$ cat src/hw/rtl/sme_pkg.sv
`default_nettype none
package sme_pkg;

    localparam int MaxSamplesDef = 128;
    localparam int SampleBitsDef = 16;
    localparam int FracBitsDef   = 8;
    localparam int SkewFrac      = 10;
    localparam int AccBits       = 64;

    // status codes
    localparam logic [1:0] StOk       = 2'd0;
    localparam logic [1:0] StFew      = 2'd1;
    localparam logic [1:0] StZeroVar  = 2'd2;
    localparam logic [1:0] StOverflow = 2'd3;

    typedef struct packed {
        logic signed [15:0] sample;
        logic               last;
    } t_in_word;

    typedef struct packed {
        logic        [7:0]  set_size;
        logic signed [15:0] sample_mean;
        logic        [24:0] sample_variance;
        logic signed [15:0] sample_skew;
        logic        [1:0]  status;
    } t_out_word;

endpackage
`default_nettype wire

$ cat src/hw/rtl/sme_front.sv
`default_nettype none
module sme_front #(
    parameter int MAX_SAMPLES = 128,
    parameter int SAMPLE_BITS = 16,
    parameter int CNT_BITS    = 8
) (
    input  wire                          i_clk,
    input  wire                          i_rst_n,
    input  wire                          i_valid,
    input  wire                          i_stall_q,
    input  wire signed [SAMPLE_BITS-1:0] i_sample,
    input  wire                          i_last,
    output logic                         o_stall,
    output logic                         o_wr_en,
    output logic [CNT_BITS-1:0]          o_wr_addr,
    output logic signed [SAMPLE_BITS-1:0] o_wr_data,
    output logic                         o_close,
    output logic [CNT_BITS-1:0]          o_close_n,
    output logic                         o_close_ovf
);
    import sme_pkg::*;

    logic [CNT_BITS-1:0] r_count, n_count;
    logic                r_ovf, n_ovf;
    logic                acc, full;
    logic [CNT_BITS-1:0] cnt_inc;

    // accept only when the back part has room for a closed set
    assign o_stall   = i_stall_q;
    assign acc       = i_valid && !i_stall_q;
    assign full      = (r_count == CNT_BITS'(MAX_SAMPLES));
    assign cnt_inc   = r_count + CNT_BITS'(1);
    assign o_wr_en   = acc && !full;
    assign o_wr_addr = r_count;
    assign o_wr_data = i_sample;
    assign o_close   = acc && i_last;
    assign o_close_n = full ? r_count : cnt_inc;
    assign o_close_ovf = r_ovf || full;

    // set bookkeeping
    always_comb begin
        n_count = r_count;
        n_ovf   = r_ovf;
        if (acc) begin
            if (full) n_ovf = 1'b1;
            else      n_count = cnt_inc;
            if (i_last) begin
                n_count = '0;
                n_ovf   = 1'b0;
            end
        end
    end

    always_ff @(posedge i_clk) begin
        if (!i_rst_n) begin
            r_count <= '0;
            r_ovf   <= 1'b0;
        end else begin
            r_count <= n_count;
            r_ovf   <= n_ovf;
        end
    end
endmodule
`default_nettype wire

$ cat config.mk
export PLATFORM = sky130hd
export DESIGN_NAME = sme_front
export DESIGN_NICKNAME = d
export VERILOG_FILES = /design/src/hw/rtl/sme_pkg.sv /design/src/hw/rtl/sme_front.sv
export SDC_FILE = /design/constraint.sdc
export NUM_CORES = 1
export LEC_CHECK = 0
export ABC_AREA = 1
export BUFFER_PORTS_ARGS = -buffer_cell sky130_fd_sc_hd__buf_2
export CAP_MARGIN = 20
export CORE_MARGIN = 10
export CORE_UTILIZATION = 40
export CTS_BUF_LIST = sky130_fd_sc_hd__clkbuf_4 sky130_fd_sc_hd__clkbuf_8
export CTS_CLUSTER_DIAMETER = 60
export CTS_CLUSTER_SIZE = 25
export DETAILED_ROUTE_END_ITERATION = 16
export GPL_TIMING_DRIVEN = 0
export PLACE_DENSITY = 0.86
export SLEW_MARGIN = 15
export SYNTH_ARGS = -nofsm -noshare
export SYNTH_HDL_FRONTEND = slang
export SYNTH_SLANG_ARGS = --single-unit
$ cat constraint.sdc
create_clock -name i_clk -period 1.6 [get_ports i_clk]
set_input_delay 0 -clock i_clk [delete_from_list [all_inputs] [get_ports i_clk]]
set_output_delay 0 -clock i_clk [all_outputs]
set_load 0.02 [all_outputs]
==> results of run 1 <==
state kept, by name, indices dropped and copies added, names as in the netlist:
name       cells
o_wr_addr      8
r_ovf          1
Yosys cell counts:
cell type | count | area (um^2)
nand2_1 | 20 | 75.1
buf_2 | 1 | 5.00
xor2_2 | 1 | 16.3
inv_1 | 9 | 33.8
nor2_2 | 4 | 25.0
nor2_1 | 9 | 33.8
o21ai_0 | 1 | 5.00
a21oi_2 | 2 | 17.5
dfxtp_1 | 9 | 180
buf_4 | 17 | 128
ha_1 | 2 | 25.0
nand3_1 | 6 | 30.0
and2_1 | 2 | 12.5
xor2_1 | 1 | 8.76
o21ai_1 | 1 | 5.00
nand2_2 | 6 | 37.5
a21oi_1 | 7 | 35.0
inv_2 | 2 | 7.51
nand3b_1 | 1 | 7.51
o21bai_1 | 1 | 7.51
clkinv_1 | 1 | 3.75
nor2_8 | 1 | 20.0
nor3_1 | 1 | 5.00
tightest hold or removal path, cell delays in order:
cell and delay (ps):
buf_2 100, o21ai_0 80, a21oi_1 50
per-layer routing:
metal / part of all wire / wire length, um / vias to the layer above
met2: 0.47 / 983 / 37
met1: 0.42 / 882 / 332
met5: 0 / 0 / -
met3: 0.088 / 184 / 2
met4: 0.017 / 35 / 0
li1: - / - / 398
final timing paths:
path                                      to          from  cells after the start
worst min register to register         r_ovf         r_ovf                      2
worst max register to register  o_wr_addr[4]  o_wr_addr[1]                      6
worst min-delay path                   r_ovf       i_rst_n                      3
worst max-delay path            o_close_n[0]  o_wr_addr[0]                      7
kinds of logic after synthesis:
group / share of synthesized area
fa+ha+maj: 0.0345
flops: 0.249
buf+inv: 0.245
simple gates: 0.340
xor+xnor: 0.0346
compound gates: 0.0967
cell usage in the layout, fill, tap and decap left out, types with 3 or more instances in the layout:
cell type	count
inv_1	9
dfxtp_1	8
nor2_1	9
nand3_1	5
buf_4	17
nand2_1	20
clkbuf_4	4
nand2_2	6
nor2_2	3
buf_2	41
a21oi_1	7
where the power goes:
group | total [mW] | internal, mW | switching, mW
Combinational | 0.129 | 0.0557 | 0.0734
Clock | 0.186 | 0.113 | 0.0730
Sequential | 0.228 | 0.226 | 0.00192
stage by stage:
stage	instances	power (mW)	cell area [um^2]	hold slack, ps	worst slack, ps
after global placement	170	0.361	956	223	332
after CTS	174	0.550	986	4.72	5.63
final	174	0.542	997	27.9	124
after global routing	174	0.569	997	20.1	24.0
after detailed placement	170	0.363	956	222	291
after floorplan	105	0.324	724	113	131
final cells by class:
class	instances	share of cell area
Inverter	12	0.0452
Clock buffer	4	0.0301
Tap cell	25	0.0314
Timing Repair Buffer	40	0.201
Buffer	18	0.133
Multi-Input combinational cell	66	0.378
Sequential cell	9	0.182
==> metrics.yaml, run 1 <==
grt:
  grt_util_all_layers: 0.105
  antenna_found_initial: 0
  grt_start_max_net_pins: 11
  use_met3: 0.0538
  grt-ovfl-total: 0
  grt_most_used_layer: "met2"
  first_global_vias: 777
  grt_pass1_wl_mm: 3.37
  grtUsageMet2: 0.174
  met1_usage: 0.101
layout:
  drive_gt1_frac: 0.537
  fillCellCount: 163
  nNetsFinal: 173
  multi_input_area_um2: 377
  insertedDiodeCount: 0
  layout-area-overhead-vs-synth_pct: 37.7
  fin_util: 0.578
  seqCellArea_um2: 181
timing:
  period_minus_slack_ps: 1480
  final-setup-viol-count: 0
  rsz0062_at_grt: "false"
  clock_skew_ps: 2.13
  fin_crit_sh: 0.922
  fin_setup_tns_ps: 0
  worstMarginPinSlew_ps: 291
  drv_slew: 0
  relSlewSlack: 0.806
  fmax_ghz: 0.678
  hold_violations: 0
cts:
  cts_max_level: 1
  root_buffer: "clkbuf_4"
  clk_path_buf_depth: 2
  cts_tree: "yes"
  cts_sinks: 9
  postCtsSetupBuffers: 0
  clk_pin_slew_ps: 60
  ctsResizeCount: 0
  numCtsBuffers: 3
  cts_hold_buf: 0
  clk_latency_ps: 250
setup_path:
  worstPathArrival_ps: 1480
  crit_buf_inv: 2
  path_class: "flip-flop to output port"
  worstSetupStartpointType: "flip-flop"
  cp.required_ps: 1600
  rrSetupSlack_ps: 350
  end_kind: "output port"
  crit_slowest_cell: "dfxtp_2"
  crit_family: "simple AND/OR/NAND/NOR gates"
  path_cells: "inv_1 > ha_1 > nand3_2 > nor2_4 > nand2_1 > and2_1 > buf_2"
  cpPeakStageDelay_ps: 340
  critPathMaxFanout: 6
route:
  routed_wl_mm: 2.09
  drtAntennaViolNets: 0
  drc_errors: 0
  wl_per_cell_um: 12.0
  dr.pass1.iters: 4
  vias: 769
  vias_per_cell: 4.42
  drt_iter0_drc: 14
yosys:
  synth_cell_type_count: 23
  synth-seq-cells: 9
  synth.avg_cell_area_um2: 6.90
  syn_area_um2: 724
  synth_nets: 128
  yosysSeqAreaShare: 0.249
  synth_cells: 105
  yosys_warnings: 0
power:
  ir_worst_vdd_mv: 0.341
  powerDensity_nw_per_um2: 544
  p_leak_nw: 0.518
die:
  row_count: 15
  initial_core_util: 0.420
  pin_count: 57
  core_um2: 1730
  fp.dieW_um: 62.6
  die_y_um: 62.6
  dieArea_um2: 3910
place:
  port_buffers: 40
  gp_congestion: 0.764
  dp_hpwl_mm: 1.78
flow_run:
  maxCapViolCount: 0
min_path:
  hp-class: "input port to flip-flop"
run_status:
  outcome: "finished clean"
No activity file was read; power rests on OpenSTA's default activity.
==> inputs of run 2 (changes only) <==
--- a/config.mk
+++ b/config.mk
@@ -9,13 +9,13 @@
 export BUFFER_PORTS_ARGS = -buffer_cell sky130_fd_sc_hd__buf_2
 export CAP_MARGIN = 20
 export CORE_MARGIN = 10
-export CORE_UTILIZATION = 40
+export CORE_UTILIZATION = 36
 export CTS_BUF_LIST = sky130_fd_sc_hd__clkbuf_4 sky130_fd_sc_hd__clkbuf_8
-export CTS_CLUSTER_DIAMETER = 60
+export CTS_CLUSTER_DIAMETER = 120
 export CTS_CLUSTER_SIZE = 25
 export DETAILED_ROUTE_END_ITERATION = 16
 export GPL_TIMING_DRIVEN = 0
-export PLACE_DENSITY = 0.86
+export PLACE_DENSITY = 0.82
 export SLEW_MARGIN = 15
 export SYNTH_ARGS = -nofsm -noshare
 export SYNTH_HDL_FRONTEND = slang
==> constraint.sdc (replaced) <==
create_clock -name i_clk -period 1.2 [get_ports i_clk]
set_input_delay 0 -clock i_clk [delete_from_list [all_inputs] [get_ports i_clk]]
set_output_delay 0 -clock i_clk [all_outputs]
set_load 0.02 [all_outputs]
==> run 2 against run 1 <==
  * Global-route usage is 1.8 points higher
  * Final cell count is 10% higher
  * Largest power group unchanged
  * The run now ends with setup timing left
  * Non-clock buffer count is 16 higher
==> metrics.yaml, run 2 (same netlist as run 1, synthesis figures left out) <==
run_status:
  outcome: "finished with violations"
  violations: "setup timing"
layout:
  final_cell_mix: "buf_2 (32), buf_4 (30), nand2_1 (18)"
  insertedDiodeCount: 0  # unchanged
  layout_commonest_cell: "buf_2"
  nNetsFinal: 189  # +9.2%
  stdcell_area_um2: 1340  # +34%
  drive_gt1_frac: 0.709  # +0.172
  layout-area-overhead-vs-synth_pct: 84.3
  largest_reg_flops: 8  # unchanged
cts:
  cts_tree: "yes"
  clk_path_buf_depth: 2  # unchanged
  cts_max_level: 1  # unchanged
  root_buffer: "clkbuf_4"
  clk_pin_slew_ps: 70  # about the same
  cts_sinks: 9  # unchanged
  clk_latency_ps: 270  # +20 ps
  numCtsBuffers: 3  # unchanged
grt:
  antenna_found_initial: 0  # unchanged
  grt_start_max_net_pins: 11  # unchanged
  grt_pass1_wl_mm: 4.17  # +24%
  grt-ovfl-total: 0  # unchanged
  first_global_vias: 937  # +21%
  grt_util_all_layers: 0.123  # +0.0183
setup_path:
  rrSetupSlack_ps: -170  # -520 ps
  critPathLaunch: "o_wr_addr[1]"
  end_kind: "output port"
  path_class: "flip-flop to output port"
  worstPathArrival_ps: 1430  # -50 ps
  cp.required_ps: 1200  # -400 ps
  worstRegToRegCells: 8  # +2
  reg2reg_to: "o_wr_addr[4]"
  worstSetupStartpointType: "flip-flop"
  critPathMaxFanout: 4  # -2
  reg2reg_from: "o_wr_addr[0]"
  endpoint: "o_close_n[0]"
route:
  drtAntennaViolNets: 0  # unchanged
  dr.pass1.iters: 4  # unchanged
  drc_errors: 0  # unchanged
  vias_per_cell: 4.67  # +5.7%
  drt_iter0_drc: 19  # +5
  vias: 897  # +17%
  wl_per_cell_um: 15.0  # +25%
  routed_wl_mm: 2.87  # +38%
power:
  p_leak_nw: 0.660  # +27%
  powerDensity_nw_per_um2: 574  # +5.6%
  ir_worst_vdd_mv: 0.458  # +35%
  power_mw: 0.767  # +41%
timing:
  hold_violations: 0  # unchanged
  fmax_ghz: 0.698
  worstMarginPinSlew_ps: 381  # +90.4 ps
  rsz0062_at_grt: "true"
  hold_slack_ps: 107  # +78.7 ps
  final-setup-viol-count: 15  # +15
  fin_crit_sh: 1.19
  clock_skew_ps: 3.20  # +1.06 ps
  fin_setup_tns_ps: -2050  # -2050 ps
  period_minus_slack_ps: 1430
  relSlewSlack: 0.746  # -0.0603
  worst_slack_ps: -233  # -358 ps
  drv_slew: 0  # unchanged
die:
  row_count: 16  # +1
  initial_core_util: 0.373  # -0.0465
  die_y_um: 64.9  # +3.7%
  fp.dieW_um: 64.9  # +3.7%
  pin_count: 57  # unchanged
  core_um2: 1940  # +12%
  dieArea_um2: 4210  # +7.5%
place:
  gp_congestion: 0.799  # +4.6%
  placed_area_um2: 1010  # +5.8%
  port_buffers: 40  # unchanged
  dp_hpwl_mm: 1.87  # +5.1%
min_path:
  hp-class: "input port to flip-flop"
flow_run:
  maxCapViolCount: 0  # unchanged
## run 2: how the worst min path moves through the flow
stage | startpoint | endpoint | slack, ps | depth (start not counted)
CTS | i_last | o_wr_addr[1] | 90 | 4
detailed placement | i_sample[1] | o_wr_data[1] | 220 | 2
finish | i_last | o_wr_addr[6] | 110 | 4
floorplan | i_stall_q | o_stall | 110 | 1
global route | i_last | o_wr_addr[6] | 110 | 4
global placement | i_sample[14] | o_wr_data[14] | 220 | 2
## run 2: cell type report
cell class / count / area (um^2)
flip-flops and latches: 9 / 198
fillers: 151 / 607
well taps: 27 / 33.8
repair buffers: 56 / 387
multi-input cells: 66 / 499
inverters: 12 / 55.1
plain buffers: 18 / 133
clock buffers: 4 / 30.0
## run 2: repair_timing
| item | CTS | global route |
|---|---|---|
| buffers inserted | 11 | 4 |
| pin swaps | 11 | 9 |
| hold buffers | 1 | 0 |
| setup endpoints to repair | 11 | 16 |
| hold endpoints to repair | 1 | 0 |
| gates resized for setup | 34 | 16 |
## run 2: power by group
| group | switching (mW) | total (mW) | leakage, nW | internal, mW |
|---|---|---|---|---|
| Combinational | 0.111 | 0.201 | 0.565 | 0.0901 |
| Sequential | 0.00425 | 0.297 | 0.0768 | 0.293 |
| Clock | 0.118 | 0.269 | 0.0184 | 0.151 |
## run 2: worst max-delay path, cell delays in order (launching register included)
cell and delay (ps):
dfxtp_4 380, inv_4 60, ha_4 140, nand3_4 70, nor2_4 150, nand2_2 70
and2_4 160, buf_6 130
## run 2: layer usage
metal | share of wire | GRT usage | vias to the layer above | wire length [um]
met2 | 0.53 | 0.220 | 58 | 1510
met4 | 0.036 | 0.0829 | 0 | 103
li1 | - | - | 427 | -
met3 | 0.12 | 0.0567 | 8 | 338
met5 | 0 | 0 | - | 0
met1 | 0.32 | 0.108 | 404 | 917
## run 2: stage by stage
stage	worst slack, ps	cells	utilization
after global placement	-71.6	172	0.521
after detailed placement	-74.4	172	0.521
final	-233	192	0.688
after floorplan	-50.3	105	-
after global routing	-287	192	0.688
after CTS	-207	188	0.644
==> inputs of run 3 (changes only) <==
--- a/config.mk
+++ b/config.mk
@@ -6,7 +6,7 @@
 export NUM_CORES = 1
 export LEC_CHECK = 0
 export ABC_AREA = 1
-export BUFFER_PORTS_ARGS = -buffer_cell sky130_fd_sc_hd__buf_2
+export BUFFER_PORTS_ARGS = -buffer_cell sky130_fd_sc_hd__clkbuf_2
 export CAP_MARGIN = 20
 export CORE_MARGIN = 10
 export CORE_UTILIZATION = 36
==> run 3 against run 2 <==
  * The flow still finishes with violations (setup timing)
  * Non-clock buffer count down 6
  * Highest routed layer unchanged
  * Worst hold slack better by 2.0 ps
  * Worst setup slack better by 33 ps
  * Final cell count down 3.1%
  * Via count down 1.0%
  * Sequential share of layout area down 0.42 points
  * Flip-flop and latch count unchanged
  * Maximum frequency up 2.4%
  * Wire length down 3.4%
  * Clock power up 3%
==> metrics.yaml, run 3 (same netlist as run 1, synthesis figures left out) <==
route:
  drt_iter0_drc: 13  # -6
  vias_per_cell: 4.77  # +2.2%
  vias: 888  # -1.0%
  routed_wl_mm: 2.77  # -3.4%
  drc_errors: 0  # unchanged
  drtAntennaViolNets: 0  # unchanged
  wl_per_cell_um: 14.9  # -0.26%
  dr.pass1.iters: 4  # unchanged
timing:
  worstMarginPinSlew_ps: 381  # +0.347 ps
  hold_slack_ps: 109  # +1.98 ps
  relSlewSlack: 0.745  # about the same
  hold_violations: 0  # unchanged
  rsz0062_at_grt: "true"
  drv_slew: 0  # unchanged
  worst_slack_ps: -200  # +33.4 ps
  period_minus_slack_ps: 1400  # -33.4 ps
  fin_crit_sh: 1.17  # -0.0279
  clock_skew_ps: 4.54  # +1.34 ps
  fmax_ghz: 0.714  # +2.4%
  final-setup-viol-count: 14  # -1
place:
  port_buffers: 40  # unchanged
  gp_congestion: 0.783  # -2.0%
  dp_hpwl_mm: 1.87  # -0.23%
min_path:
  hold_depth: 4  # unchanged
  holdCritStartpoint: "i_last"
  whs_endpoint: "o_wr_addr[6]"
  hp-class: "input port to flip-flop"
setup_path:
  critPathMaxFanout: 6  # +2
  path_class: "flip-flop to output port"
  reg2reg_to: "o_wr_addr[0]"
  worstPathArrival_ps: 1400  # -30 ps
  worstSetupStartpointType: "flip-flop"
  reg2reg_from: "o_wr_addr[2]"
  rrSetupSlack_ps: -130  # +40 ps
  cp.required_ps: 1200  # about the same
  end_kind: "output port"
  worstRegToRegCells: 8  # unchanged
layout:
  largest_reg_flops: 8  # unchanged
  layout_commonest_cell: "clkbuf_2"
  final_cell_mix: "clkbuf_2 (31), buf_4 (22), nand2_1 (17)"
  layout-area-overhead-vs-synth_pct: 87.2
  drive_gt1_frac: 0.736  # +0.0268
  insertedDiodeCount: 0  # unchanged
  nNetsFinal: 183  # -3.2%
die:
  die_y_um: 64.9  # unchanged
  fp.dieW_um: 64.9  # unchanged
  core_um2: 1940  # unchanged
  initial_core_util: 0.373  # unchanged
  dieArea_um2: 4210  # unchanged
  pin_count: 57  # unchanged
  row_count: 16  # unchanged
cts:
  clk_latency_ps: 270  # about the same
  numCtsBuffers: 3  # unchanged
  cts_max_level: 1  # unchanged
  cts_tree: "yes"
  clk_path_buf_depth: 2  # unchanged
  cts_sinks: 9  # unchanged
  root_buffer: "clkbuf_4"
  clk_pin_slew_ps: 70  # about the same
grt:
  first_global_vias: 929  # -0.85%
  antenna_found_initial: 0  # unchanged
  grt_pass1_wl_mm: 4.19  # +0.50%
  grt-ovfl-total: 0  # unchanged
  grt_start_max_net_pins: 11  # unchanged
  grt_util_all_layers: 0.125  # +0.00152
flow_run:
  maxCapViolCount: 0  # unchanged
power:
  powerDensity_nw_per_um2: 577  # +0.43%
  power_mw: 0.782  # +2.0%
  ir_worst_vdd_mv: 0.511  # +11%
  p_leak_nw: 0.637  # -3.5%
run_status:
  outcome: "finished with violations"
  violations: "setup timing"
-- run 3: through the flow --
step,area (um^2),setup WS [ps],setup TNS (ps),cells,util
6_report,1360,-200,-1660,186,0.698
5_1_grt,1360,-247,-2490,186,0.698
4_1_cts,1260,-188,-1260,185,0.651
3_5_place_dp,1010,-76.8,-132,172,0.521
3_3_place_gp,1010,-72.9,-99.2,172,0.521
2_1_floorplan,777,-50.3,-55.0,105,-
-- run 3: how the worst max path moves through the flow --
stage	start	endpoint	slack (ps)	depth (start not counted)
5_1_grt	o_wr_addr[0]	o_close_n[0]	-250	7
6_report	o_wr_addr[2]	o_close_n[0]	-200	6
2_1_floorplan	o_wr_addr[0]	o_wr_addr[4]	-50	6
3_5_place_dp	o_wr_addr[0]	o_close_n[0]	-80	7
4_1_cts	o_wr_addr[0]	o_close_n[0]	-190	7
3_3_place_gp	o_wr_addr[0]	o_close_n[0]	-70	7
-- run 3: repair_timing --
item / CTS / global route
hold buffers: 1 / 0
endpoints found under the hold margin: 1 / 0
pin swaps: 9 / 5
gates resized for setup: 39 / 25
setup buffers: 8 / 1
endpoints found under the setup margin: 12 / 16
-- run 3: per-layer routing --
metal  vias up  track usage  routed length (um)
li1        420            -                   -
met1       412        0.108                 870
met2        45        0.227                1420
met3        11       0.0619                 344
met4         0       0.0722                 136
met5         -            0                   0
-- run 3: power by group --
part           internal (mW)  total (mW)  switching (mW)
Sequential             0.295       0.299         0.00414
Clock                  0.151       0.276           0.125
Combinational         0.0926       0.207           0.114
-- run 3: cell type report --
cell class	instances	area [um^2]
Timing Repair Buffer	50	370
Fill cell	144	586
Sequential cell	9	195
Tap cell	27	33.8
Multi-Input combinational cell	66	543
Inverter	12	51.3
Clock buffer	4	30.0
Buffer	18	133
-- run 3: critical path, stage by stage (launching register included) --
cell     delay [ps]
dfxtp_2         380
nor2_2          160
nand2_2         110
nor2_4          140
nand2_2          60
and2_4          160
buf_8           120
